$ cat config.mk
export PLATFORM = sky130hd
export DESIGN_NAME = qvr_round_sat
export DESIGN_NICKNAME = d
export VERILOG_FILES = /design/src/qvr_pkg.sv /design/src/qvr_round_sat.sv
export SDC_FILE = /design/constraint.sdc
export NUM_CORES = 1
export LEC_CHECK = 0
export BUFFER_PORTS_ARGS = -buffer_cell sky130_fd_sc_hd__buf_2
export CAP_MARGIN = 20
export CORE_AREA = 5 5 42 44
export DETAILED_ROUTE_END_ITERATION = 8
export DIE_AREA = 0 0 47 49
export GPL_TIMING_DRIVEN = 0
export PLACE_DENSITY = 0.76
export SETUP_SLACK_MARGIN = 0.2
export SLEW_MARGIN = 0
export SYNTH_ARGS = -nofsm -noshare
export SYNTH_HDL_FRONTEND = slang
export SYNTH_SLANG_ARGS = --single-unit
$ cat constraint.sdc
create_clock -name vclk -period 2.9
set_input_delay 0.725 -clock vclk [all_inputs]
set_output_delay 0.725 -clock vclk [all_outputs]
set_load 0.01 [all_outputs]
$ cat src/qvr_pkg.sv
// Package for the quaternion vector rotation pipeline.
// Holds the payload structs and the internal arithmetic widths. No dependencies.
package qvr_pkg;

  localparam int unsigned VecW  = 16;              // vector and quaternion field width
  localparam int unsigned UW    = VecW + 1;        // vector part after optional negation
  localparam int unsigned UvW   = UW + VecW;       // u_i * v_j
  localparam int unsigned UuW   = 2 * UW;          // u_i * u_i
  localparam int unsigned SsW   = 2 * VecW;        // s * s
  localparam int unsigned DuvW  = UvW + 2;         // sum of three u_i * v_i
  localparam int unsigned DuuW  = UuW + 2;         // sum of three u_i * u_i
  localparam int unsigned KW    = DuuW + 1;        // s*s - u.u
  localparam int unsigned CrsW  = UvW + 1;         // one cross product component
  localparam int unsigned AW    = DuvW + UW;       // (u.v) * u_i
  localparam int unsigned BW    = KW + VecW;       // k * v_i
  localparam int unsigned EW    = VecW + CrsW;     // s * c_i
  localparam int unsigned RW    = BW + 3;          // sum of the three terms
  localparam int unsigned OutShift = 28;           // Q2.14 squared back to integer units
  localparam int unsigned RndW  = RW - OutShift;   // rounded component before saturation

  typedef struct packed {
    logic signed [VecW-1:0] vec_x;
    logic signed [VecW-1:0] vec_y;
    logic signed [VecW-1:0] vec_z;
    logic signed [VecW-1:0] quat_w;
    logic signed [VecW-1:0] quat_x;
    logic signed [VecW-1:0] quat_y;
    logic signed [VecW-1:0] quat_z;
    logic                   inverse;
  } qvr_in_t;

  typedef struct packed {
    logic signed [VecW-1:0] rot_x;
    logic signed [VecW-1:0] rot_y;
    logic signed [VecW-1:0] rot_z;
    logic                   clipped;
  } qvr_out_t;

endpackage

$ cat src/qvr_round_sat.sv
// Rounds one rotated component from scale 2^28 to integer units and saturates it.
// Depends on qvr_pkg for widths.
module qvr_round_sat import qvr_pkg::*; (
  input  logic signed [RW-1:0]   sum_i,   // already carries the half-unit bias
  output logic signed [VecW-1:0] rot_o,
  output logic                   clip_o
);

  localparam logic signed [RndW-1:0] MaxVal = RndW'((1 << (VecW - 1)) - 1);
  localparam logic signed [RndW-1:0] MinVal = -RndW'(1 << (VecW - 1));

  logic signed [RW-1:0]   shifted;
  logic signed [RndW-1:0] rnd;

  always_comb begin
    // An arithmetic shift of the biased sum is floor division, i.e. round half up.
    shifted = sum_i >>> OutShift;
    rnd     = shifted[RndW-1:0];
    clip_o  = 1'b0;
    if (rnd > MaxVal) begin
      rot_o  = MaxVal[VecW-1:0];
      clip_o = 1'b1;
    end else if (rnd < MinVal) begin
      rot_o  = MinVal[VecW-1:0];
      clip_o = 1'b1;
    end else begin
      rot_o  = rnd[VecW-1:0];
    end
  end

endmodule

# Word-level counts from Yosys, hierarchy flattened
# Index checks and enable logic that the tools add are counted.
# classes
add_sub_neg,0
mul,0
div,0
n_lt_le_gt_ge,2
n_eq_ne,0
shift,0
mux,4
bitwise,0
reduce_logical,0
# op_table
op,n
16-bit two-way mux,2
"28-bit by 16-bit greater-than comparator with 1-bit output, second input constant",1
"28-bit by 16-bit < comparator with 1-bit output, second input constant",1
1-bit two-way mux,2
# word_totals
register_bits,0
latch_bits,0
ram_bits,0
romBits,0
in_bits,56
output_inout_bits,17
memories,0

# Longest topological paths before layout
# Gate-level depths: netlist of the first run.
# depth
depth_word,3
mapped_depth,4

# Worst setup path after synthesis of the first run
# OpenSTA, ideal clock, no wires.
# synth_timing
path_type,in2out
start,input port sum_i[51]
end,output port rot_o[10]
t_arrival_ns,1.552
slack_ns,0.623
stages,4
path_cell_list,nor4_1 a31oi_1 buf_6 a21o_1
# synth_via
elab_chain_cells,3
# synth_rtl
item,line,rtl
start: declaration,qvr_round_sat.sv:4,"input logic signed [RW-1:0] sum_i,"
28-bit by 16-bit < comparator with 1-bit output,qvr_round_sat.sv:23,end else if (rnd < MinVal) begin
16-bit two-way mux,qvr_round_sat.sv:23,
16-bit two-way mux (*),qvr_round_sat.sv:20,if (rnd > MaxVal) begin
end: declaration,qvr_round_sat.sv:5,"output logic signed [VecW-1:0] rot_o,"
# Mark *: on every way between the ends. The rest lies on a longest branch, timed or not.

# Worst setup path in the final report of the first run
# layout_timing
start,input port sum_i[46]
end,output port rot_o[6]
# Same word-level chain as after synthesis.

==> reports/qor_table.md, run 1 <==
| Metric | Reported | Unit |
| --- | --- | --- |
| Routed vias | 401 | - |
| Starting DRT DRC Count | 0 | - |
| Per-instance average area after synthesis | 8.02 | um^2 |
| Area Overhead vs Synth | 119 | % |
| Most common cell on crit path | sky130_fd_sc_hd__buf_2 | - |
| Antenna violations before repair | 0 | - |
| Pins Over Slew Limit | 0 | - |
| Post-Synthesis Cells | 27 | - |
| # resized after CTS | 0 | - |
| RSZ-0062 raised after global routing | no | - |
| Maximum cell stage delay along the critical path | 0.35 | ns |
| Setup crit end kind | output pin | - |
| Sequential area share after synthesis | 0 | - |
| Sw power | 0.0322 | mW |
| Type of element launching the critical path | input pin | - |
| Port buffer count | 45 | - |
| Global placer's final weighted congestion | 0.667 | - |
| Cells taking the most area after synthesis | sky130_fd_sc_hd__a21o_1 (35%), sky130_fd_sc_hd__a21o_2 (20%), sky130_fd_sc_hd__buf_6 (10%) | - |
| Number of nets in the layout | 130 | - |
| Final setup violating endpoints | 0 | - |
| Sum of overflow across all layers after global routing | 0 | - |
| Max-cap violations | 0 | - |
| Part of the cycle the worst path needs | 0.897 | - |
| Static Leak | 0.279 | nW |
| Critical Path Start | sum_i[46] | - |
| Postcts setup bufs | 0 | - |
| Post-route DRC | 0 | - |
| Hold Path Stages | 3 | - |
| Footprint of the flip-flops and latches | 0 | um^2 |
| Maximum number of pins on one net before global-route repair | 11 | - |
| Internal power contribution | 0.0375 | mW |
| Cell chain of the critical path | buf_2 > nor4_1 > a31oi_2 > buf_6 > a21o_1 > buf_2 | - |
| Part of the total power dissipated in the clock network | 0 | - |
| Sequential fraction of design power | 0 | - |
| Initial cell density of the core | 0.154 | - |
| Number of warnings printed during yosys synthesis | 0 | - |
| I/O pin count | 73 | - |
| Fmax | 385 | MHz |
| Slowest CP cell | sky130_fd_sc_hd__nor4_1 | - |
| Antenna-violating nets left | 0 | - |
| Sw Ratio | 0.462 | - |
| Least-Margin Pin Slew | 0.359 | ns |
| Destination of the critical timing path | rot_o[6] | - |
| Count of inserted antenna diode cells | 0 | - |
| Via count of the first global-routing pass | 381 | - |
| Filler Cell Count | 150 | - |
| Share of final-layout standard cells stronger than drive strength 1 | 0.764 | - |
| Die footprint | 2300 | um^2 |
| Vias per inst | 4.56 | - |
| Setup CP Type | in2out | - |
| Minimum setup slack after placement | 0.271 | ns |
| # hold bufs at CTS | 0 | - |
| Die X | 47 | um |
| Final Routed Wirelength | 914 | um |
| Dominant cell type by area after synthesis | sky130_fd_sc_hd__a21o_1 | - |
| Height of the die | 49 | um |
| Final Critical Period | 2.60 | ns |
| Power density over the cells | 147 | nW/um^2 |
| Max FO, Critical Path | 10 | - |
| Number of clock-tree buffers in the layout | 0 | - |
| Max-slew headroom at the worst pin | 0.760 | - |
| Tightest Hold Check Type | in2out | - |
| Total number of placement rows | 14 | - |
| Global router's overall resource usage | 0.0667 | - |
| Layout Utilization | 0.338 | - |
| Hold violation count in the final report | 0 | - |
| CP arrival | 1.87 | ns |
| DRT Pass-1 Iters | 1 | - |
| Cell area after synthesis | 216 | um^2 |
| Gate power share | 1.000 | - |
| Top cell type's share of synthesized area | 0.347 | - |
| Outcome | finished, final reports clean | - |
| Maximum vdd drop | 0.0411 | mV |
| Distinct cell type count of the synthesized netlist | 9 | - |
| Mean routed wirelength per cell | 10.4 | um |
| Core ar. | 1400 | um^2 |
| First-pass GRT wire length | 1270 | um |
| Number of sequential cells | 0 | - |
| Final Hold Slack | 1.73 | ns |
| Synthesized netlist net count | 83 | - |
| Data required, critical path | 2.17 | ns |
| Aggregate negative setup slack | 0 | ns |
| Setup slack of the critical path after layout | 0.300 | ns |
metrics by stage:
stage	cell area, um^2	power [mW]	std cells
after floorplan	216	0.0323	27
after global routing	474	0.0766	88
after detailed placement	462	0.0691	88
final	474	0.0697	88
after CTS	462	0.0695	88
after global placement	462	0.0677	88
Yosys cell counts:
| master | count |
|---|---|
| sky130_fd_sc_hd__a21o_1 | 10 |
| sky130_fd_sc_hd__a21o_2 | 5 |
| sky130_fd_sc_hd__a31oi_1 | 1 |
| sky130_fd_sc_hd__buf_6 | 2 |
| sky130_fd_sc_hd__clkbuf_1 | 1 |
| sky130_fd_sc_hd__nand2b_1 | 1 |
| sky130_fd_sc_hd__nand4_1 | 3 |
| sky130_fd_sc_hd__nor4_1 | 3 |
| sky130_fd_sc_hd__o31ai_4 | 1 |
power groups by stage:
stage	Sequential (mW)	Combinational, mW	Clock (mW)
6_report	0	0.0697	0
3_5_place_dp	0	0.0691	0
5_1_grt	0	0.0766	0
3_3_place_gp	0	0.0677	0
2_1_floorplan	0	0.0323	0
4_1_cts	0	0.0695	0
layer usage:
metal | up-vias | wire length [um] | track usage
li1 | 199 | - | -
met1 | 157 | 357 | 0.0761
met2 | 45 | 345 | 0.127
met3 | 0 | 211 | 0.0148
met4 | 0 | 0 | 0
met5 | - | 0 | 0
final cells by class:
type | instances | area [um^2] | share of cell area
repair buffers | 45 | 225 | 0.475
multi-input cells | 24 | 203 | 0.427
plain buffers | 3 | 26.3 | 0.0554
well taps | 16 | 20.0 | 0.0422
cells by family (layout without fill, tap and decap cells):
logic type,count (synthesis),in the layout,share of synthesized area
AO/OA/AOI/OAI,17,17,0.676
AND/OR/NAND/NOR,7,7,0.202
buffers and inverters,3,48,0.121
critical path, delay by kind of cell:
family          cells  cell delay, ns
compound gates      2            0.37
buf+inv             3            0.42
simple gates        1            0.35
cell usage in the layout (no fill, tap or decap), drive strengths merged:
master	n
a21o	15
buf	47
nand4	3
a31oi	1
nor4	3
clkbuf	1
nand2b	1
o31ai	1
worst min-delay path by stage:
stage                 to       from  slack, ns
3_5_place_dp   rot_o[10]  sum_i[38]       1.73
4_1_cts        rot_o[10]  sum_i[38]       1.73
3_3_place_gp   rot_o[12]  sum_i[40]       1.73
5_1_grt         rot_o[5]  sum_i[33]       1.75
6_report       rot_o[10]  sum_i[38]       1.73
2_1_floorplan  rot_o[15]  sum_i[55]       1.55
(Power assumes the default switching activity.)
==> run 2, diff against run 1 <==
--- a/config.mk
+++ b/config.mk
@@ -7,11 +7,11 @@
 export LEC_CHECK = 0
 export BUFFER_PORTS_ARGS = -buffer_cell sky130_fd_sc_hd__buf_2
 export CAP_MARGIN = 20
-export CORE_AREA = 5 5 42 44
+export CORE_AREA = 2 2 39 41
 export DETAILED_ROUTE_END_ITERATION = 8
-export DIE_AREA = 0 0 47 49
+export DIE_AREA = 0 0 41 43
 export GPL_TIMING_DRIVEN = 0
-export PLACE_DENSITY = 0.76
+export PLACE_DENSITY = 0.81
 export SETUP_SLACK_MARGIN = 0.2
 export SLEW_MARGIN = 0
 export SYNTH_ARGS = -nofsm -noshare
==> run 2 against run 1 <==
Power increased by 1.5%. Critical path depth stayed put. Utilization up 1.1 points. Non-clock buffer count grew 2. Fmax shrank 0.32%. Sequential share of layout area is the same. Combinational power increased by 1%. Die area is 23% lower. Critical endpoint is now rot_o[4]. Largest cell class unchanged. Highest routed layer unchanged.
==> reports/qor_table.md, run 2 (same netlist as run 1, synthesis figures left out) <==
| Metric | Reported | Unit |
| --- | --- | --- |
| Sum of overflow across all layers after global routing | 0 | - |
| Data required, critical path | 2.17 | ns |
| Starting DRT DRC Count | 4 | - |
| Final setup violating endpoints | 0 | - |
| Max FO, Critical Path | 4 | - |
| Post-layout power | 0.0707 | mW |
| Number of sequential cells | 0 | - |
| Total number of placement rows | 14 | - |
| Footprint of the flip-flops and latches | 0 | um^2 |
| Antenna violations before repair | 0 | - |
| Worst-case hold path end point | rot_o[11] | - |
| Post-route DRC | 0 | - |
| Mean routed wirelength per cell | 8.82 | um |
| Vias per inst | 4.54 | - |
| # hold bufs at CTS | 0 | - |
| Sequential fraction of design power | 0 | - |
| Type of element launching the critical path | input pin | - |
| RSZ-0062 raised after global routing | no | - |
| Layout Utilization | 0.349 | - |
| Die footprint | 1760 | um^2 |
| DRT Pass-1 Iters | 2 | - |
| Final Critical Period | 2.61 | ns |
| First-pass GRT wire length | 1020 | um |
| Antenna-violating nets left | 0 | - |
| Max-slew headroom at the worst pin | 0.766 | - |
| Share of final-layout standard cells stronger than drive strength 1 | 0.757 | - |
| Port buffer count | 45 | - |
| Height of the die | 43 | um |
| Part of the cycle the worst path needs | 0.899 | - |
| Via count of the first global-routing pass | 285 | - |
| Static Leak | 0.288 | nW |
| Least-Margin Pin Slew | 0.348 | ns |
| Outcome | finished, final reports clean | - |
| Gate power share | 1.000 | - |
| Maximum vdd drop | 0.0429 | mV |
| Sw power | 0.0317 | mW |
| Sw Ratio | 0.449 | - |
| Hold Path Stages | 3 | - |
| Final cell count without fillers | 90 | - |
| Most frequent cells in the layout | sky130_fd_sc_hd__buf_2 (45), sky130_fd_sc_hd__a21o_1 (10), sky130_fd_sc_hd__a21o_2 (5), sky130_fd_sc_hd__nand4_1 (3), sky130_fd_sc_hd__nor4_1 (3) | - |
| Setup CP Type | in2out | - |
| Die X | 41 | um |
| Power density over the cells | 146 | nW/um^2 |
| Count of inserted antenna diode cells | 0 | - |
| Initial cell density of the core | 0.156 | - |
| Setup crit end kind | output pin | - |
| Internal power contribution | 0.0389 | mW |
| I/O pin count | 73 | - |
| Pins Over Slew Limit | 0 | - |
| Part of the total power dissipated in the clock network | 0 | - |
| Critical Path Start | sum_i[51] | - |
| Max-cap violations | 0 | - |
| Global placer's final weighted congestion | 0.671 | - |
| Aggregate negative setup slack | 0 | ns |
| Global router's overall resource usage | 0.0769 | - |
| Most common cell after layout, fill and taps aside | sky130_fd_sc_hd__buf_2 | - |
| Hold violation count in the final report | 0 | - |
| Routed vias | 409 | - |
| Total placed cells including tap cells | 88 | - |
| Fmax | 383 | MHz |
| Hold path startpoint | sum_i[39] | - |
| Number of clock-tree buffers in the layout | 0 | - |
| CP arrival | 1.88 | ns |
| Maximum number of pins on one net before global-route repair | 11 | - |
| Core ar. | 1380 | um^2 |
| Final Routed Wirelength | 794 | um |
| Area Overhead vs Synth | 123 | % |
| Number of nets in the layout | 132 | - |
| Tightest Hold Check Type | in2out | - |
==> run 2: cell count changes in the layout (fill, tap and decap cells not counted) <==
cell                     before  now
sky130_fd_sc_hd__buf_4        0    2
sky130_fd_sc_hd__nor4_1       2    3
sky130_fd_sc_hd__nor4_2       1    0
==> run 2: power by group through the flow <==
stage / clock network, mW / registers (mW) / logic, mW
after detailed placement: 0 / 0 / 0.0687
after CTS: 0 / 0 / 0.0691
after global placement: 0 / 0 / 0.0672
after global routing: 0 / 0 / 0.0790
final: 0 / 0 / 0.0707
after floorplan: 0 / 0 / 0.0323
==> run 2: layout make-up <==
cell class         count  area, um^2
fillers              140         901
repair buffers        47         240
multi-input cells     24         196
plain buffers          3        26.3
well taps             16        20.0
==> run 2: per-layer routing <==
metal  global-route usage  part of all wire  vias up
met3                    0              0.21        0
met4                    0                 0        0
met5                    0                 0        -
met2                0.159              0.40       45
met1               0.0823              0.39      160
li1                     -                 -      204
==> run 2: worst max-delay path by stage <==
stage / endpoint / depth (start not counted)
after floorplan: rot_o[10] / 4
after global placement: rot_o[14] / 6
after detailed placement: rot_o[14] / 6
after CTS: rot_o[14] / 6
after global routing: rot_o[4] / 6
final: rot_o[4] / 6
==> run 2: metrics by stage <==
| stage | hold slack, ns | worst slack, ns | instance area (um^2) |
|---|---|---|---|
| 5_1_grt | 1.75 | 0.236 | 483 |
| 6_report | 1.73 | 0.292 | 483 |
| 3_5_place_dp | 1.73 | 0.220 | 462 |
| 2_1_floorplan | 1.55 | 0.623 | 216 |
| 4_1_cts | 1.73 | 0.215 | 462 |
| 3_3_place_gp | 1.73 | 0.260 | 462 |
==> run 2: what timing repair did <==
| item | CTS | global route |
|---|---|---|
| setup endpoints to repair | 0 | 10 |
| buffers inserted | 0 | 2 |
| resized for setup | 0 | 1 |
==> run 2: worst max-delay path: stages <==
cell and delay, ns:
sky130_fd_sc_hd__buf_2 0.11, sky130_fd_sc_hd__nor4_1 0.36, sky130_fd_sc_hd__a31oi_2 0.19, sky130_fd_sc_hd__buf_4 0.18, sky130_fd_sc_hd__a21o_2 0.18, sky130_fd_sc_hd__buf_2 0.13
==> run 3, diff against run 2 <==
--- a/config.mk
+++ b/config.mk
@@ -5,13 +5,14 @@
 export SDC_FILE = /design/constraint.sdc
 export NUM_CORES = 1
 export LEC_CHECK = 0
+export ABC_AREA = 1
 export BUFFER_PORTS_ARGS = -buffer_cell sky130_fd_sc_hd__buf_2
 export CAP_MARGIN = 20
 export CORE_AREA = 2 2 39 41
 export DETAILED_ROUTE_END_ITERATION = 8
 export DIE_AREA = 0 0 41 43
 export GPL_TIMING_DRIVEN = 0
-export PLACE_DENSITY = 0.81
+export PLACE_DENSITY = 0.85
 export SETUP_SLACK_MARGIN = 0.2
 export SLEW_MARGIN = 0
 export SYNTH_ARGS = -nofsm -noshare
==> run 3 against run 2 <==
Via count increased by 18%. Non-clock buffer count fell by 2. Power up 0.31%. Fmax rose by 13%. Critical path depth rose by 3. Flip-flop and latch count is the same. Synthesized cell count rose by 110%. First-iteration DRC count is the same. Die area is the same. Sequential share of layout area is the same. Largest cell class unchanged.
==> reports/qor_table.md, run 3 <==
| Metric | Reported | Unit |
| --- | --- | --- |
| Tightest Hold Check Type | in2out | - |
| Part of the total power dissipated in the clock network | 0 | - |
| Total placed cells including tap cells | 119 | - |
| Final Hold Slack | 1.72 | ns |
| Number of clock-tree buffers in the layout | 0 | - |
| Post-layout power | 0.0709 | mW |
| Main combinational cell family by area after synthesis | simple AND/OR/NAND/NOR gates | - |
| Global router's overall resource usage | 0.108 | - |
| Gate power share | 1.000 | - |
| Cell chain of the critical path | buf_2 > nor2_1 > nand2_1 > nor2_1 > nand2_1 > nand2_4 > buf_6 > nand2_1 > buf_2 | - |
| Final Critical Period | 2.31 | ns |
| Outcome | finished, final reports clean | - |
| Setup slack of the critical path after layout | 0.594 | ns |
| Postcts setup bufs | 0 | - |
| Detail Placement HPWL | 759 | um |
| Max-cap violations | 0 | - |
| Power density over the cells | 140 | nW/um^2 |
| Cell area after synthesis | 263 | um^2 |
| Global placer's final weighted congestion | 0.697 | - |
| Worst-case hold path end point | rot_o[1] | - |
| Most common cell on crit path | sky130_fd_sc_hd__nand2_1 | - |
| Internal power contribution | 0.0353 | mW |
| Max-slew headroom at the worst pin | 0.913 | - |
| Antenna-violating nets left | 0 | - |
| Total number of placement rows | 14 | - |
| Post-Synthesis Cells | 58 | - |
| Hold violation count in the final report | 0 | - |
| Maximum cell stage delay along the critical path | 0.14 | ns |
| Fmax | 434 | MHz |
| Least-Margin Pin Slew | 0.130 | ns |
| Per-instance average area after synthesis | 4.53 | um^2 |
| Hold Path Stages | 4 | - |
| Synthesized netlist net count | 114 | - |
| Mean routed wirelength per cell | 7.21 | um |
| Commonest cells in the synthesized netlist | sky130_fd_sc_hd__nand2_1 (40), sky130_fd_sc_hd__nor2_1 (9), sky130_fd_sc_hd__nand2_4 (2) | - |
| CP arrival | 1.58 | ns |
| Number of nets in the layout | 161 | - |
| Number of warnings printed during yosys synthesis | 0 | - |
| Most frequent cells in the layout | sky130_fd_sc_hd__buf_2 (45), sky130_fd_sc_hd__nand2_1 (40), sky130_fd_sc_hd__nor2_1 (9), sky130_fd_sc_hd__nand2_4 (2) | - |
| Type of element launching the critical path | input pin | - |
| Core ar. | 1380 | um^2 |
| Maximum number of pins on one net before global-route repair | 11 | - |
| # hold bufs at CTS | 0 | - |
| Adder-cell share of the synthesized area | 0 | - |
| Parity-gate share of the synthesized area counting xor and xnor cells | 0 | - |
| Share of final-layout standard cells stronger than drive strength 1 | 0.495 | - |
| Port buffer count | 45 | - |
| Dominant cell type by area after synthesis | sky130_fd_sc_hd__nand2_1 | - |
| Final Routed Wirelength | 858 | um |
| Pins Over Slew Limit | 0 | - |
| Final cell count without fillers | 119 | - |
| Maximum vdd drop | 0.0438 | mV |
| DRT Pass-1 Iters | 4 | - |
| Via count of the first global-routing pass | 415 | - |
| Sum of overflow across all layers after global routing | 0 | - |
| Area Overhead vs Synth | 93.3 | % |
| First-pass GRT wire length | 1480 | um |
| Setup crit end kind | output pin | - |
| Vias per inst | 4.07 | - |
| Part of the cycle the worst path needs | 0.795 | - |
| Antenna violations before repair | 0 | - |
| Routed vias | 484 | - |
| # resized after CTS | 0 | - |
| Critical Path Start | sum_i[54] | - |
| Most common cell after layout, fill and taps aside | sky130_fd_sc_hd__buf_2 | - |
| Sequential fraction of design power | 0 | - |
| Footprint of the flip-flops and latches | 0 | um^2 |
| Data required, critical path | 2.17 | ns |
| Die footprint | 1760 | um^2 |
| Die X | 41 | um |
| Minimum setup slack after placement | 0.582 | ns |
| Placed Area | 508 | um^2 |
| Top cell type's share of synthesized area | 0.571 | - |
| Number of sequential cells | 0 | - |
| Final setup violating endpoints | 0 | - |
| Share of the synthesized area in compound gates (AO/OA/AOI/OAI) | 0 | - |
| Sequential area share after synthesis | 0 | - |
| Distinct cell type count of the synthesized netlist | 10 | - |
| RSZ-0062 raised after global routing | no | - |
| Static Leak | 0.313 | nW |
| Sw power | 0.0356 | mW |
| Aggregate negative setup slack | 0 | ns |
| Height of the die | 43 | um |
| Layout Utilization | 0.367 | - |
| Post-route DRC | 0 | - |
| Most used standard cell by instance count after synthesis | sky130_fd_sc_hd__nand2_1 | - |
| Final instance area | 508 | um^2 |
| Fraction of the mapped netlist area in simple logic gates | 0.871 | - |
| I/O pin count | 73 | - |
| Initial cell density of the core | 0.190 | - |
| Count of inserted antenna diode cells | 0 | - |
| Max FO, Critical Path | 10 | - |
| Multiplexer area fraction after synthesis | 0 | - |
| Sw Ratio | 0.502 | - |
| Starting DRT DRC Count | 4 | - |
| Slowest CP cell | sky130_fd_sc_hd__buf_6 | - |
| Cells taking the most area after synthesis | sky130_fd_sc_hd__nand2_1 (57%), sky130_fd_sc_hd__nor2_1 (13%), sky130_fd_sc_hd__nand2_4 (8.6%) | - |
| Hold path startpoint | sum_i[29] | - |
| Setup CP Type | in2out | - |
==> run 3: changes by cell type after synthesis, sizes merged, moves of 3 or more <==
| cell | before | now |
|---|---|---|
| nand2 | 0 | 42 |
| nand4 | 3 | 0 |
| nor2 | 0 | 10 |
| nor4 | 3 | 0 |
| a21o | 15 | 0 |
==> run 3: worst max-delay path by stage <==
stage	to	slack [ns]
final	rot_o[12]	0.59
after global routing	rot_o[11]	0.41
after CTS	rot_o[12]	0.58
after detailed placement	rot_o[12]	0.58
after global placement	rot_o[10]	0.59
after floorplan	rot_o[10]	0.85
==> run 3: layout make-up <==
class,count,area [um^2]
multi-input combinational,54,229
fill,157,876
tap,16,20.0
buffer,3,30.0
timing repair buffer,45,225
inverter,1,3.75
==> run 3: worst max-delay path, delay by kind of cell <==
family | cells | cell delay [ns]
buffers and inverters | 3 | 0.37
AND/OR/NAND/NOR | 6 | 0.48
==> run 3: per-layer routing <==
layer / GRT usage / wire length [um] / vias up
met3: 0.00524 / 100 / 0
met5: 0 / 0 / -
met4: 0 / 0 / 0
met2: 0.222 / 444 / 28
li1: - / - / 261
met1: 0.114 / 312 / 195
==> run 3: kinds of logic (layout without fill, tap and decap cells) <==
| logic type | Yosys count | after routing |
|---|---|---|
| buf+inv | 4 | 49 |
| simple gates | 54 | 54 |
==> run 3: power groups by stage <==
stage	combinational (mW)	clock [mW]	sequential (mW)
after global routing	0.0807	0	0
final	0.0709	0	0
after global placement	0.0689	0	0
after detailed placement	0.0713	0	0
after CTS	0.0716	0	0
after floorplan	0.0343	0	0
